--- src/hw/rtl/nalsp_pkg.sv ---
// Shared types and constants of the Annex B NAL splitter.
`timescale 1ns / 1ps
`default_nettype none
package nalsp_pkg;

  localparam int unsigned MAX_UNIT_BYTES = 65535;
  localparam logic [15:0] LEN_CAP =
      16'((MAX_UNIT_BYTES < 65535) ? MAX_UNIT_BYTES : 65535);

  localparam int unsigned FIFO_DEPTH = 4;
  localparam int unsigned FIFO_AW    = $clog2(FIFO_DEPTH);
  localparam int unsigned FIFO_CW    = $clog2(FIFO_DEPTH + 1);

  localparam logic [7:0]  START_BYTE = 8'h01;
  localparam logic [4:0]  TYPE_SLICE = 5'd1;
  localparam logic [4:0]  TYPE_IDR   = 5'd5;
  localparam logic [4:0]  TYPE_EOSEQ = 5'd10;
  localparam logic [4:0]  TYPE_SPSX  = 5'd15;

  typedef enum logic [3:0] {
    MODE_LEAD = 4'b0001,
    MODE_HEAD = 4'b0010,
    MODE_BODY = 4'b0100,
    MODE_SKIP = 4'b1000
  } scan_mode_e;

  typedef enum logic [1:0] {
    ST_OK   = 2'd0,
    ST_DROP = 2'd1,
    ST_PIC2 = 2'd2,
    ST_SPSX = 2'd3
  } status_e;

  // One queue entry: a unit result, optionally followed by a drop result, or a drop result alone.
  typedef struct packed {
    logic [7:0]  hdr;
    logic [15:0] len;
    logic        clip;
    status_e     status;
    logic [15:0] gap_max;
    logic [23:0] slices;
    logic        two;
  } entry_t;

  typedef struct packed {
    logic empty;
    logic full;
  } fifo_stat_t;

endpackage
`default_nettype wire

--- src/hw/rtl/annexb_nal_splitter_with_stats.sv ---
// Top level of the Annex B NAL splitter with slice statistics.
//
// Input stream: one payload byte per transfer on s_axis_tdata, s_axis_tlast
// on the final byte of a packet. Output stream: one result per transfer,
// unit header fields, length and running statistics on m_axis_tdata, the
// status code on m_axis_tuser, m_axis_tlast on the last result of a byte.
// Most bytes produce no result; a unit closes on the 01 of the next start
// code or on the packet's last byte. A start code ending a packet gives the
// open unit's result and a drop result (no drop after ST_PIC2), or a lone drop.
// Throughput: one byte per cycle while the queue has room (s_axis_tready high).
// A result enters the queue with its byte and is offered after earlier entries.
// A four-entry queue separates scanner and output stage; when the receiver
// stalls, bytes are still taken until the queue fills, then s_axis_tready
// drops. An entry with two results holds the output for two transfers.
// Reset returns the scanner to the leading-zero search and clears all
// statistics and the queue; no clearing pass is needed.
`timescale 1ns / 1ps
`default_nettype none
module annexb_nal_splitter_with_stats import nalsp_pkg::*; (
  input  wire logic        clk_i,
  input  wire logic        rst_ni,
  input  wire logic        s_axis_tvalid,
  output logic             s_axis_tready,
  input  wire logic [7:0]  s_axis_tdata,   // data_byte[7:0]
  input  wire logic        s_axis_tlast,   // packet_last
  output logic             m_axis_tvalid,
  input  wire logic        m_axis_tready,
  // unit_type[4:0], ref_idc[6:5], forbidden[7], unit_length[23:8],
  // length_clipped[24], max_rap_gap[40:25], slices_seen[64:41], zero pad
  output logic [71:0]      m_axis_tdata,
  output logic [1:0]       m_axis_tuser,   // status[1:0]
  output logic             m_axis_tlast    // run_last
);

  logic               in_accept, push, pop;
  entry_t             wentry, rentry, res;
  fifo_stat_t         fstat;
  logic [FIFO_CW-1:0] fcount;

  assign s_axis_tready = !fstat.full;
  assign in_accept     = s_axis_tvalid && s_axis_tready;

  nalsp_front u_front (
    .clk_i    (clk_i),
    .rst_ni   (rst_ni),
    .accept_i (in_accept),
    .byte_i   (s_axis_tdata),
    .last_i   (s_axis_tlast),
    .push_o   (push),
    .entry_o  (wentry)
  );

  nalsp_fifo u_fifo (
    .clk_i   (clk_i),
    .rst_ni  (rst_ni),
    .push_i  (push),
    .wdata_i (wentry),
    .pop_i   (pop),
    .rdata_o (rentry),
    .stat_o  (fstat),
    .count_o (fcount)
  );

  nalsp_back u_back (
    .clk_i   (clk_i),
    .rst_ni  (rst_ni),
    .entry_i (rentry),
    .stat_i  (fstat),
    .ready_i (m_axis_tready),
    .pop_o   (pop),
    .valid_o (m_axis_tvalid),
    .last_o  (m_axis_tlast),
    .res_o   (res)
  );

  assign m_axis_tdata = {7'd0, res.slices, res.gap_max, res.clip, res.len,
                         res.hdr[7], res.hdr[6:5], res.hdr[4:0]};
  assign m_axis_tuser = res.status;

  a_drop_is_last: assert property (@(posedge clk_i) disable iff (!rst_ni)
    m_axis_tvalid && (m_axis_tuser == ST_DROP) |-> m_axis_tlast)
    else $error("drop result not last of its byte");

  a_drop_empty: assert property (@(posedge clk_i) disable iff (!rst_ni)
    m_axis_tvalid && (m_axis_tuser == ST_DROP) |->
      (m_axis_tdata[24:0] == 25'd0))
    else $error("drop result carries unit fields");

  a_no_overflow: assert property (@(posedge clk_i) disable iff (!rst_ni)
    push |-> !fstat.full)
    else $error("queue push while full");

  a_count_range: assert property (@(posedge clk_i) disable iff (!rst_ni)
    fcount <= FIFO_CW'(FIFO_DEPTH))
    else $error("queue count out of range");

  a_slices_mono: assert property (@(posedge clk_i) disable iff (!rst_ni)
    pop |=> !m_axis_tvalid ||
      (m_axis_tdata[64:41] >= $past(m_axis_tdata[64:41])))
    else $error("slice count went backwards");

endmodule
`default_nettype wire

--- src/hw/rtl/nalsp_front.sv ---
// Byte scanner: start code search, unit classification and statistics.
`timescale 1ns / 1ps
`default_nettype none
module nalsp_front import nalsp_pkg::*; (
  input  wire logic       clk_i,
  input  wire logic       rst_ni,
  input  wire logic       accept_i,
  input  wire logic [7:0] byte_i,
  input  wire logic       last_i,
  output logic            push_o,
  output entry_t          entry_o
);

  scan_mode_e  mode_q, mode_d;
  logic [15:0] zr_q, zr_d, ub_q, ub_d, gap_q, gap_d, gmax_q, gmax_d;
  logic [7:0]  hdr_q, hdr_d;
  logic [23:0] slc_q, slc_d;
  logic        pip_q, pip_d;

  logic        fin, drop, second, fin_clip, start_hit, is_slice;
  logic [15:0] fin_len, zr_inc;
  logic [7:0]  fin_hdr;
  status_e     fin_status;

  always_comb begin
    mode_d     = mode_q;
    zr_d       = zr_q;
    ub_d       = ub_q;
    hdr_d      = hdr_q;
    gap_d      = gap_q;
    gmax_d     = gmax_q;
    slc_d      = slc_q;
    pip_d      = pip_q;
    fin        = 1'b0;
    drop       = 1'b0;
    second     = 1'b0;
    fin_len    = '0;
    fin_clip   = 1'b0;
    fin_hdr    = hdr_q;
    fin_status = ST_OK;
    is_slice   = 1'b0;
    zr_inc     = (zr_q == 16'hffff) ? zr_q : zr_q + 16'd1;
    start_hit  = (byte_i == START_BYTE) && (zr_q >= 16'd2);

    case (mode_q)
      MODE_LEAD: begin
        if (byte_i == 8'd0) begin
          zr_d = zr_inc;
          drop = last_i;
        end else if (start_hit) begin
          zr_d = '0;
          if (last_i) drop = 1'b1;
          else        mode_d = MODE_HEAD;
        end else begin
          drop   = 1'b1;
          mode_d = MODE_SKIP;
        end
      end
      MODE_HEAD: begin
        hdr_d   = byte_i;
        fin_hdr = byte_i;
        ub_d    = 16'd1;
        zr_d    = '0;
        mode_d  = MODE_BODY;
        if (last_i) begin
          fin      = 1'b1;
          fin_clip = (16'd1 >= LEN_CAP);
          fin_len  = fin_clip ? LEN_CAP : 16'd1;
        end
      end
      MODE_BODY: begin
        if (start_hit) begin
          fin      = 1'b1;
          fin_clip = (ub_q >= LEN_CAP);
          fin_len  = fin_clip ? LEN_CAP : ub_q - zr_q;
          mode_d   = MODE_HEAD;
          zr_d     = '0;
          second   = last_i;
        end else begin
          ub_d = (ub_q < LEN_CAP) ? ub_q + 16'd1 : ub_q;
          zr_d = (byte_i == 8'd0) ? zr_inc : '0;
          if (last_i) begin
            fin      = 1'b1;
            fin_clip = (ub_d >= LEN_CAP);
            fin_len  = fin_clip ? LEN_CAP : ub_d;
          end
        end
      end
      default: ;
    endcase

    if (fin) begin
      is_slice = (fin_hdr[4:0] == TYPE_SLICE) || (fin_hdr[4:0] == TYPE_IDR);
      if (is_slice) begin
        gap_d = (gap_q == 16'hffff) ? gap_q : gap_q + 16'd1;
        slc_d = (slc_q == 24'hffffff) ? slc_q : slc_q + 24'd1;
        if (pip_q) begin
          fin_status = ST_PIC2;
          mode_d     = MODE_SKIP;
        end else begin
          pip_d = 1'b1;
        end
      end else if (fin_hdr[4:0] != TYPE_EOSEQ) begin
        if (fin_hdr[4:0] == TYPE_SPSX) fin_status = ST_SPSX;
        gmax_d = (gmax_q < gap_q) ? gap_q : gmax_q;
        gap_d  = '0;
      end
    end

    if (last_i) begin
      mode_d = MODE_LEAD;
      zr_d   = '0;
      ub_d   = '0;
      pip_d  = 1'b0;
    end
  end

  always_comb begin
    entry_o.gap_max = gmax_d;
    entry_o.slices  = slc_d;
    if (fin) begin
      entry_o.hdr    = fin_hdr;
      entry_o.len    = fin_len;
      entry_o.clip   = fin_clip;
      entry_o.status = fin_status;
      entry_o.two    = second && (fin_status != ST_PIC2);
    end else begin
      entry_o.hdr    = '0;
      entry_o.len    = '0;
      entry_o.clip   = 1'b0;
      entry_o.status = ST_DROP;
      entry_o.two    = 1'b0;
    end
  end

  assign push_o = accept_i && (fin || drop);

  always_ff @(posedge clk_i or negedge rst_ni) begin
    if (!rst_ni) begin
      mode_q <= MODE_LEAD;
      zr_q   <= '0;
      ub_q   <= '0;
      hdr_q  <= '0;
      gap_q  <= '0;
      gmax_q <= '0;
      slc_q  <= '0;
      pip_q  <= 1'b0;
    end else if (accept_i) begin
      mode_q <= mode_d;
      zr_q   <= zr_d;
      ub_q   <= ub_d;
      hdr_q  <= hdr_d;
      gap_q  <= gap_d;
      gmax_q <= gmax_d;
      slc_q  <= slc_d;
      pip_q  <= pip_d;
    end
  end

endmodule
`default_nettype wire

--- src/hw/rtl/nalsp_fifo.sv ---
// Short result queue between the scanner and the output stage.
`timescale 1ns / 1ps
`default_nettype none
module nalsp_fifo import nalsp_pkg::*; (
  input  wire logic   clk_i,
  input  wire logic   rst_ni,
  input  wire logic   push_i,
  input  entry_t      wdata_i,
  input  wire logic   pop_i,
  output entry_t      rdata_o,
  output fifo_stat_t  stat_o,
  output logic [FIFO_CW-1:0] count_o
);

  entry_t               mem_q [FIFO_DEPTH];
  logic [FIFO_AW-1:0]   wp_q, wp_d, rp_q, rp_d;
  logic [FIFO_CW-1:0]   cnt_q, cnt_d;
  logic                 do_push, do_pop;

  assign stat_o.empty = (cnt_q == '0);
  assign stat_o.full  = (cnt_q == FIFO_CW'(FIFO_DEPTH));
  assign do_push      = push_i && !stat_o.full;
  assign do_pop       = pop_i && !stat_o.empty;
  assign rdata_o      = mem_q[rp_q];
  assign count_o      = cnt_q;

  always_comb begin
    wp_d  = wp_q;
    rp_d  = rp_q;
    cnt_d = cnt_q;
    if (do_push) wp_d = (wp_q == FIFO_AW'(FIFO_DEPTH - 1)) ? '0 : wp_q + 1'b1;
    if (do_pop)  rp_d = (rp_q == FIFO_AW'(FIFO_DEPTH - 1)) ? '0 : rp_q + 1'b1;
    if (do_push && !do_pop)      cnt_d = cnt_q + 1'b1;
    else if (do_pop && !do_push) cnt_d = cnt_q - 1'b1;
  end

  always_ff @(posedge clk_i) begin
    if (do_push) mem_q[wp_q] <= wdata_i;
  end

  always_ff @(posedge clk_i or negedge rst_ni) begin
    if (!rst_ni) begin
      wp_q  <= '0;
      rp_q  <= '0;
      cnt_q <= '0;
    end else begin
      wp_q  <= wp_d;
      rp_q  <= rp_d;
      cnt_q <= cnt_d;
    end
  end

endmodule
`default_nettype wire

--- src/hw/rtl/nalsp_back.sv ---
// Output stage: turns queue entries into one or two result transfers.
`timescale 1ns / 1ps
`default_nettype none
module nalsp_back import nalsp_pkg::*; (
  input  wire logic  clk_i,
  input  wire logic  rst_ni,
  input  entry_t     entry_i,
  input  fifo_stat_t stat_i,
  input  wire logic  ready_i,
  output logic       pop_o,
  output logic       valid_o,
  output logic       last_o,
  output entry_t     res_o
);

  logic phase_q, phase_d;
  logic xfer;

  assign valid_o = !stat_i.empty;
  assign last_o  = !(entry_i.two && !phase_q);
  assign xfer    = valid_o && ready_i;
  assign pop_o   = xfer && last_o;

  always_comb begin
    res_o = entry_i;
    if (phase_q) begin
      res_o.hdr    = '0;
      res_o.len    = '0;
      res_o.clip   = 1'b0;
      res_o.status = ST_DROP;
    end
    phase_d = phase_q;
    if (xfer) phase_d = !last_o;
  end

  always_ff @(posedge clk_i or negedge rst_ni) begin
    if (!rst_ni) phase_q <= 1'b0;
    else         phase_q <= phase_d;
  end

endmodule
`default_nettype wire
--- config.mk ---
export PLATFORM = sky130hd
export DESIGN_NAME = annexb_nal_splitter_with_stats
export DESIGN_NICKNAME = d
export VERILOG_FILES = /design/src/hw/rtl/nalsp_pkg.sv /design/src/hw/rtl/annexb_nal_splitter_with_stats.sv /design/src/hw/rtl/nalsp_front.sv /design/src/hw/rtl/nalsp_fifo.sv /design/src/hw/rtl/nalsp_back.sv
export SDC_FILE = /design/constraint.sdc
export NUM_CORES = 1
export LEC_CHECK = 0
export BUFFER_PORTS_ARGS = -buffer_cell sky130_fd_sc_hd__buf_2
export CAP_MARGIN = 20
export CORE_MARGIN = 10
export CORE_UTILIZATION = 65
export DETAILED_ROUTE_END_ITERATION = 10
export PLACE_DENSITY = 0.95
export SKIP_LAST_GASP = 1
export SYNTH_ARGS = -nofsm -noshare
export SYNTH_HDL_FRONTEND = slang
export SYNTH_SLANG_ARGS = --single-unit
--- constraint.sdc ---
create_clock -name clk_i -period 9.1 [get_ports clk_i]
set_input_delay 0.91 -clock clk_i [delete_from_list [all_inputs] [get_ports clk_i]]
set_output_delay 0.91 -clock clk_i [all_outputs]
set_load 0.01 [all_outputs]
==> impl_results.md, run 1 <==
* Run status: finished, final reports clean
* Number of placed instances, taps included at 1745
* Clock slew at reported path FFs at 60 ps
* Ratio of routed vias to standard cells at 7.07
* Clock tree buffer depth at 3
* Number of antenna violations at the first check in global routing at 2
* TritonCTS clock tree: yes
* Sum Neg Setup Slack at 0 ps
* Fillers at 1576
* Number of buffers inserted by port buffering at 82
* Worst setup EP type: flop
* Arrival time of data at the critical path endpoint at 5080 ps
* Startpoint Class: primary input
* Clock insertion delay at the later pin of the skew report at 540 ps
* Worst vdd ir at 0.000199 V
* Nets@finish at 1463
* Master of the slowest instance on the critical path: and2_2
* Final min period at 4920 ps
* Synthesized area per cell at 13.5 µm²
* Leftover overflow at the end of global routing at 0
* Post-DP HPWL at 28.6 mm
* Setup repair after global routing missed its margin: no
* Share of the cycle needed by the critical path after routing at 54.1%
* Total power density per cell area at 244 mW/mm²
* Post-synthesis mux area share at 11.7%
* Fin. max-slew vios at 0
* Die Wd at 187 µm
* Synthesized instance count at 1343
* Synth Cell Area at 0.0182 mm²
* GPL Wtd Cong at 0.977
* Via count at 12800
* Cell taking the most area after synthesis: edfxtp_1
* Count of hold-fix buffers inserted at cts at 0
* Seq cells post-synth at 381
* I/O Pins at 90
* Family with the most delay on the worst path: simple AND/OR/NAND/NOR gates
* Post-detailed-route count of antenna-violating nets at 0
* Total CTS buffers at 37
* Clock root buffer: clkbuf_16
* Routed WL at 48.4 mm
* Utilization of the core after routing at 72.6%
* Top_reg_cell synth: edfxtp_1
* Cell chain of the critical path: buf_2 -> or4_4 -> or4_1 -> nor4_4 -> nor2_1 -> a21oi_1 -> and2_2 -> buf_4
* Adder and majority gate portion of the synthesized area at 3.04%
* Number of gates resized after CTS at 0
* Part of the Yosys area used for sequential elements at 59.9%
* Post-synth EDFFs at 272
* Worst hold-check path type: in2async
* Wire length of the first global-routing pass at 76.0 mm
* Compound-gate portion of the synthesized area at 8.14%
* Max Freq at 203 MHz
* Leakage power at 7.59 nW
* Die outline area at 0.0351 mm²
* Post-synthesis cell type count at 85
* Pre-CTS WS at 3860 ps
* Hold Fails Final Rpt at 0
* Final critical-path setup slack at 4180 ps
* Number of optimization iterations in the first detailed-route pass at 6
* Clock skew at 19.4 ps
* Post-layout instance count excluding filler cells at 1814
* Worst relative slew slack at 24.0%
* Overall track demand over capacity in global routing at 27.3%
* Synth top area cells: edfxtp_1 (45%), dfrtp_1 (15%), mux4_2 (8.4%)
* Buffers inserted by post-CTS timing repair at 0
* Count of buffering cells on the critical path with inverters included at 2
* Share of synthesized cell area in and, or, nand and nor gates at 11.0%
* Area occupied by multi-input gates at 0.00681 mm²
* Initial core utilization at 65.7%
* Worst Path Class, Setup: in2reg
* Number of global-route vias before repair at 12600
* XOR/XNOR Fraction of Synth Area at 3.27%
* Synthesis-to-finish area growth at 10.5%
* Maximum Capacitance Violations at 0
* Number of DRC markers after the initial detailed-route iteration at 2401
* Highest cell delay on the worst timing path at 890 ps
* Residual DRC count at 0
* Yosys Warn Count at 0
* Core box area at 0.0277 mm²
* Pin count of the biggest net entering global routing at 69
* Height of the die at 187 µm
* Critical Path Fanout Max at 35
* Area share of the largest cell type after synthesis at 44.9%
* Critical path required time at 9260 ps
* Dominant combinational cell family by area after synthesis: multiplexers
* Depth of the CTS H-tree at 2
* Clock Sinks at 381
* Number of rows created at floorplan at 61
* Share of cells above drive strength 1 at 20.6%
* Worst-margin pin slew at 1140 ps
* Number of endpoints failing setup at the final stage at 0
* Sequential cell area at 0.0109 mm²
* Mean routed wirelength per cell at 26.7 µm
* Share of flip-flops with an asynchronous set or reset at 28.6%
-- power breakdown --
part | switching (mW) | internal, mW
combinational | 0.630 | 0.515
sequential | 0.133 | 2.01
clock | 0.674 | 0.944
total | 1.44 | 3.47
-- through the flow --
| stage | hold WS, ps | total power [mW] | cell area [µm²] |
|---|---|---|---|
| 2_1_floorplan | 448 | 2.85 | 18200 |
| 3_3_place_gp | 466 | 3.23 | 18800 |
| 3_5_place_dp | 476 | 3.27 | 18800 |
| 4_1_cts | 499 | 4.89 | 20100 |
| 5_1_grt | 519 | 5.06 | 20100 |
| 6_report | 453 | 4.91 | 20100 |
-- cells in the final DEF, fill, tap and decap left out, types with 4 or more instances in the layout --
cell       count
nor4_1        13
conb_1         7
and2_1         7
buf_2         81
inv_1         43
nand2_1       92
nand2b_1       7
mux2i_1        8
xnor2_1       39
and4_1         8
and3_1        11
clkinv_1       4
nand4_1       26
bufinv_16      5
nor2b_1       28
xor2_1        29
a41oi_1        5
mux2_2        32
mux4_2        68
clkinv_2       6
clkbuf_8       4
buf_4          9
a22o_1         6
a211oi_1       6
nor2_1        91
a31oi_1       19
o21ai_0       80
o41ai_1        5
and2_0         4
a21oi_1       60
mux2_4        10
dfrtp_1      106
nand3_1       45
nor3_1        16
o21ai_1        7
clkbuf_16     38
edfxtp_1     272
clkbuf_1       6
ha_1          41
o31ai_1        5
-- final timing paths --
| check | depth (start not counted) | to | start | slack [ps] |
|---|---|---|---|---|
| worst max register to register | 7 | u_fifo.mem_q[2][53] | u_front.mode_q[3] | 4240 |
| min in group clk_i | 2 | u_front.hdr_q[1] | u_front.hdr_q[1] | 500 |
| max in group asynchronous | 2 | u_front.gap_q[3] | rst_ni | 7350 |
| worst min register to register | 2 | u_front.hdr_q[1] | u_front.hdr_q[1] | 500 |
| worst min-delay path | 1 | u_front.zr_q[14] | rst_ni | 450 |
| worst max-delay path | 8 | u_fifo.mem_q[2][53] | s_axis_tdata[2] | 4180 |
-- per-layer routing --
| metal | GRT usage [%] | vias up | wire (µm) |
|---|---|---|---|
| met5 | 0 | - | 0 |
| met4 | 13.2 | 0 | 2590 |
| met3 | 5.48 | 225 | 5420 |
| met2 | 44.1 | 1110 | 23400 |
| met1 | 34.8 | 6287 | 17000 |
| li1 | - | 5197 | - |
-- synth_stat cells (8+ instances only) --
cell type    n
xnor2_1     39
nor3_1      17
mux2_2      32
nand2_1     92
and2_1      11
ha_1        41
inv_1       43
nor2b_1     28
dfrtp_1    108
mux4_2      68
edfxtp_1   272
mux2i_1      8
nor2_1      91
buf_4       11
mux2_4      10
a21oi_1     60
nor4_1      13
nand4_1     26
nand3_1     45
and3_1      11
and4_1       8
xor2_1      29
o21ai_0     80
clkbuf_1    45
a31oi_1     19
-- final cells by class --
cell class                      count  area share (%)
Sequential cell                   381            54.2
Multi-Input combinational cell    852            33.8
Clock buffer                       48            5.11
Timing Repair Buffer               91            2.49
Tap cell                          378            2.35
Clock inverter                     18            1.15
Inverter                           44           0.821
Antenna cell                        2          0.0249
-- sequential cells by signal (all words and copies together) (netlist names) --
| name | count |
|---|---|
| u_fifo.mem_q | 272 |
| u_fifo.wp_q | 2 |
| u_front.hdr_q | 8 |
| u_front.pip_q | 1 |
| u_front.slc_q | 24 |
| u_front.gmax_q | 16 |
| u_front.mode_q | 4 |
| u_fifo.count_o | 3 |
| u_front.zr_q | 16 |
| u_front.ub_q | 16 |
| u_back.phase_q | 1 |
| u_front.gap_q | 16 |
| u_fifo.rp_q | 2 |
-- logic make-up after synthesis --
family	after synthesis
simple gates	382
buf+inv	116
compound gates	233
fa+ha+maj	43
xor+xnor	68
other cells	1
mux	119
flops	381
Note: power is estimated with default switching activity, not from simulation.
==> run 2, diff against run 1 <==
--- a/config.mk
+++ b/config.mk
@@ -5,12 +5,13 @@
 export SDC_FILE = /design/constraint.sdc
 export NUM_CORES = 1
 export LEC_CHECK = 0
+export ABC_AREA = 1
 export BUFFER_PORTS_ARGS = -buffer_cell sky130_fd_sc_hd__buf_2
 export CAP_MARGIN = 20
 export CORE_MARGIN = 10
-export CORE_UTILIZATION = 65
+export CORE_UTILIZATION = 56
 export DETAILED_ROUTE_END_ITERATION = 10
-export PLACE_DENSITY = 0.95
+export PLACE_DENSITY = 0.88
 export SKIP_LAST_GASP = 1
 export SYNTH_ARGS = -nofsm -noshare
 export SYNTH_HDL_FRONTEND = slang
==> constraint.sdc (replaced) <==
create_clock -name clk_i -period 4.36 [get_ports clk_i]
set_input_delay 0.436 -clock clk_i [delete_from_list [all_inputs] [get_ports clk_i]]
set_output_delay 0.436 -clock clk_i [all_outputs]
set_load 0.01 [all_outputs]
==> impl_results.md, run 2 <==
* Die Wd at 207 µm (+10%)
* Number of optimization iterations in the first detailed-route pass at 6 (unchanged)
* Leftover overflow at the end of global routing at 0 (unchanged)
* Total CTS buffers at 39 (+5.4%)
* Most common library cell in the layout ignoring fill and taps: nand2_1
* Setup repair after global routing missed its margin: no
* Part of the Yosys area used for sequential elements at 55.8% (-4.1 points)
* Synthesized instance count at 2162 (+61%)
* Fillers at 2630 (+67%)
* Number of antenna violations at the first check in global routing at 0 (-2)
* Area share of the largest cell type after synthesis at 41.8% (-3.1 points)
* Worst-margin pin slew at 1060 ps (-77.7 ps)
* Depth of the CTS H-tree at 2 (unchanged)
* Post-synth EDFFs at 272 (unchanged)
* Count leader, synth: nand2_1
* Share of synthesized cell area in and, or, nand and nor gates at 21.6% (+11 points)
* I/O Pins at 90 (unchanged)
* Residual DRC count at 0 (unchanged)
* Logic depth of the worst register-to-register path at 10 (+3)
* Initial core utilization at 56.7% (-9.0 points)
* Max Freq at 275 MHz
* Number of DRC markers after the initial detailed-route iteration at 2055 (-14%)
* Total power density per cell area at 546 mW/mm² (+120%)
* Post-synthesis cell type count at 58 (-32%)
* Antenna diode instance count at 0 (-2)
* Clock root buffer: clkbuf_16
* Top_reg_cell synth: edfxtp_1
* Fin. max-slew vios at 0 (unchanged)
* Adder and majority gate portion of the synthesized area at 2.83% (-0.21 points)
* Dominant combinational cell family by area after synthesis: simple AND/OR/NAND/NOR gates
* Yosys Warn Count at 0 (unchanged)
* Number of global-route vias before repair at 15100 (+20%)
* Worst setup EP type: flop
* XOR/XNOR Fraction of Synth Area at 1.84% (-1.4 points)
* Wire length of the first global-routing pass at 80.2 mm (+5.5%)
* Synthesized area per cell at 9.04 µm² (-33%)
* Number of flip-flops under the largest register name at 272 (unchanged)
* Area occupied by multi-input gates at 0.00754 mm² (+11%)
* Maximum Capacitance Violations at 0 (unchanged)
* Run status: finished, final reports clean
* Share of flip-flops with an asynchronous set or reset at 28.6% (unchanged)
* Synth top area cells: edfxtp_1 (42%), dfrtp_1 (14%), nand2_1 (8.8%)
* Final min period at 3630 ps
* Clock slew at reported path FFs at 60 ps (about the same)
* Number of endpoints failing setup at the final stage at 0 (unchanged)
* Height of the die at 207 µm (+10%)
* Synthesis-to-finish area growth at 10.4%
* Share of the cycle needed by the critical path after routing at 83.3%
* Seq cells post-synth at 381 (unchanged)
* Hold Fails Final Rpt at 0 (unchanged)
* GPL Wtd Cong at 0.946 (-3.2%)
* Leakage power at 8.65 nW (+14%)
* Top register by number of flip-flops: u_fifo.mem_q
* Number of buffers inserted by port buffering at 82 (unchanged)
* Clock tree buffer depth at 3 (unchanged)
* Ratio of routed vias to standard cells at 5.90 (-17%)
* Core box area at 0.0345 mm² (+24%)
* Worst hold-check path type: in2async
* Critical path required time at 4520 ps (-4740 ps)
* Worst vdd ir at 0.000346 V (+74%)
* Nets@finish at 2264 (+55%)
* Arrival time of data at the critical path endpoint at 3790 ps (-1290 ps)
* Compound-gate portion of the synthesized area at 11.9% (+3.7 points)
* Clock Sinks at 381 (unchanged)
* Worst relative slew slack at 29.1% (+5.1 points)
* Clock skew at 36.9 ps (+17.5 ps)
* Cell taking the most area after synthesis: edfxtp_1
* Number of rows created at floorplan at 68 (+11%)
* Die outline area at 0.0428 mm² (+22%)
* Sequential cell area at 0.0109 mm² (unchanged)
* Clock insertion delay at the later pin of the skew report at 540 ps (about the same)
* TritonCTS clock tree: yes
* Routed WL at 51.1 mm (+5.6%)
* Critical Path Fanout Max at 41 (+17%)
* Commonest cells in the synthesized netlist: nand2_1 (457), nor2_1 (306), edfxtp_1 (272), o21ai_0 (219), inv_1 (162)
* Post-DP HPWL at 33.6 mm (+17%)
* Overall track demand over capacity in global routing at 23.4% (-3.9 points)
* Post-synthesis mux area share at 0.154% (-12 points)
* Utilization of the core after routing at 62.6% (-10 points)
* Startpoint Class: flop
* Biggest registers after layout: u_fifo.mem_q: 272 flops, u_front.slc_q: 24 flops
* Pin count of the biggest net entering global routing at 85 (+23%)
* Worst Path Class, Setup: reg2reg
* Via count at 15900 (+24%)
* Synth Cell Area at 0.0195 mm² (+7.4%)
* Leading cell types in the layout, fill and taps excluded: nand2_1 (456), nor2_1 (302), edfxtp_1 (272), o21ai_0 (219), inv_1 (159)
* Final Total Pwr at 11.8 mW (+140%)
* Share of cells above drive strength 1 at 9.92% (-11 points)
* Mean routed wirelength per cell at 19.0 µm (-29%)
* Post-detailed-route count of antenna-violating nets at 0 (unchanged)
run 2: cell types whose count changed after synthesis, moves of 17 or more:
cell      change
a21oi_1      +38
nand2_1     +365
clkbuf_1     +19
mux2_2       -32
o21ai_0     +139
o22ai_1      +53
mux4_2       -68
nand2_2      +17
nor2b_1      -28
nand3_1      +74
xnor2_1      -24
inv_1       +119
nor2_1      +215
run 2: final timing paths:
kind / from / to / slack, ps
max: u_front.mode_q[2] / u_fifo.mem_q[0][58] / 730
min: rst_ni / u_front.ub_q[6] / 270
max reg2reg: u_front.mode_q[2] / u_fifo.mem_q[0][58] / 730
min reg2reg: u_front.gap_q[5] / u_front.gap_q[5] / 510
max in group asynchronous: rst_ni / u_front.gap_q[5] / 2940
min in group clk_i: m_axis_tready / u_back.phase_q / 330
run 2: power breakdown:
group	switching, mW	leakage (nW)	internal, mW	total, mW
combinational	2.47	4.05	1.04	3.51
sequential	0.396	3.96	4.49	4.89
clock	1.37	0.634	2.00	3.36
total	4.23	8.65	7.54	11.8
run 2: final cells by class:
| type | count | share of cell area [%] |
|---|---|---|
| Multi-Input combinational cell | 1509 | 35.0 |
| Sequential cell | 381 | 50.6 |
| Tap cell | 455 | 2.64 |
| Inverter | 173 | 3.03 |
| Timing Repair Buffer | 104 | 2.79 |
| Clock inverter | 17 | 0.952 |
| Clock buffer | 53 | 5.05 |
run 2: cells by family (layout without fill, tap and decap cells):
kind of cell	after synthesis	in the layout
adder cells (fa/ha/maj)	43	43
buffers and inverters	278	347
XOR/XNOR	41	41
AO/OA/AOI/OAI	423	423
multiplexers	3	3
other	1	7
flip-flops	381	381
AND/OR/NAND/NOR	992	992
run 2: timing repair:
action / 4_1_cts / 5_1_grt
endpoints found under the hold margin: 0 / 9
resized for setup: 0 / 0
hold buffers: 0 / 1
buffers inserted: 0 / 0
run 2: worst max-delay path, cell delays in order (launching register included):
cell	delay [ps]
dfrtp_1	450
nor2_2	140
nand2_2	320
nand2_2	350
nand2_1	90
nand2_1	110
nand2_1	400
nand2_1	410
inv_1	240
nor2_4	160
buf_4	560
run 2: stage by stage:
stage,TNS (ps),setup slack [ps],std cells,area (µm²),hold slack [ps]
CTS,0,723,2690,21500,97.2
global placement,0,997,2620,20200,472
finish,0,728,2692,21600,275
global route,0,491,2692,21600,300
floorplan,-141150,-519,2168,19600,140
detailed placement,0,835,2620,20200,480
run 2: per-layer routing:
layer,vias to the layer above,GRT usage [%],share of wire [%],wire (µm)
li1,7416,-,-,-
met5,-,0,0,0
met1,7655,31.0,41,20800
met4,0,7.55,2.7,1400
met3,100,3.01,7.7,3920
met2,710,39.5,49,24900
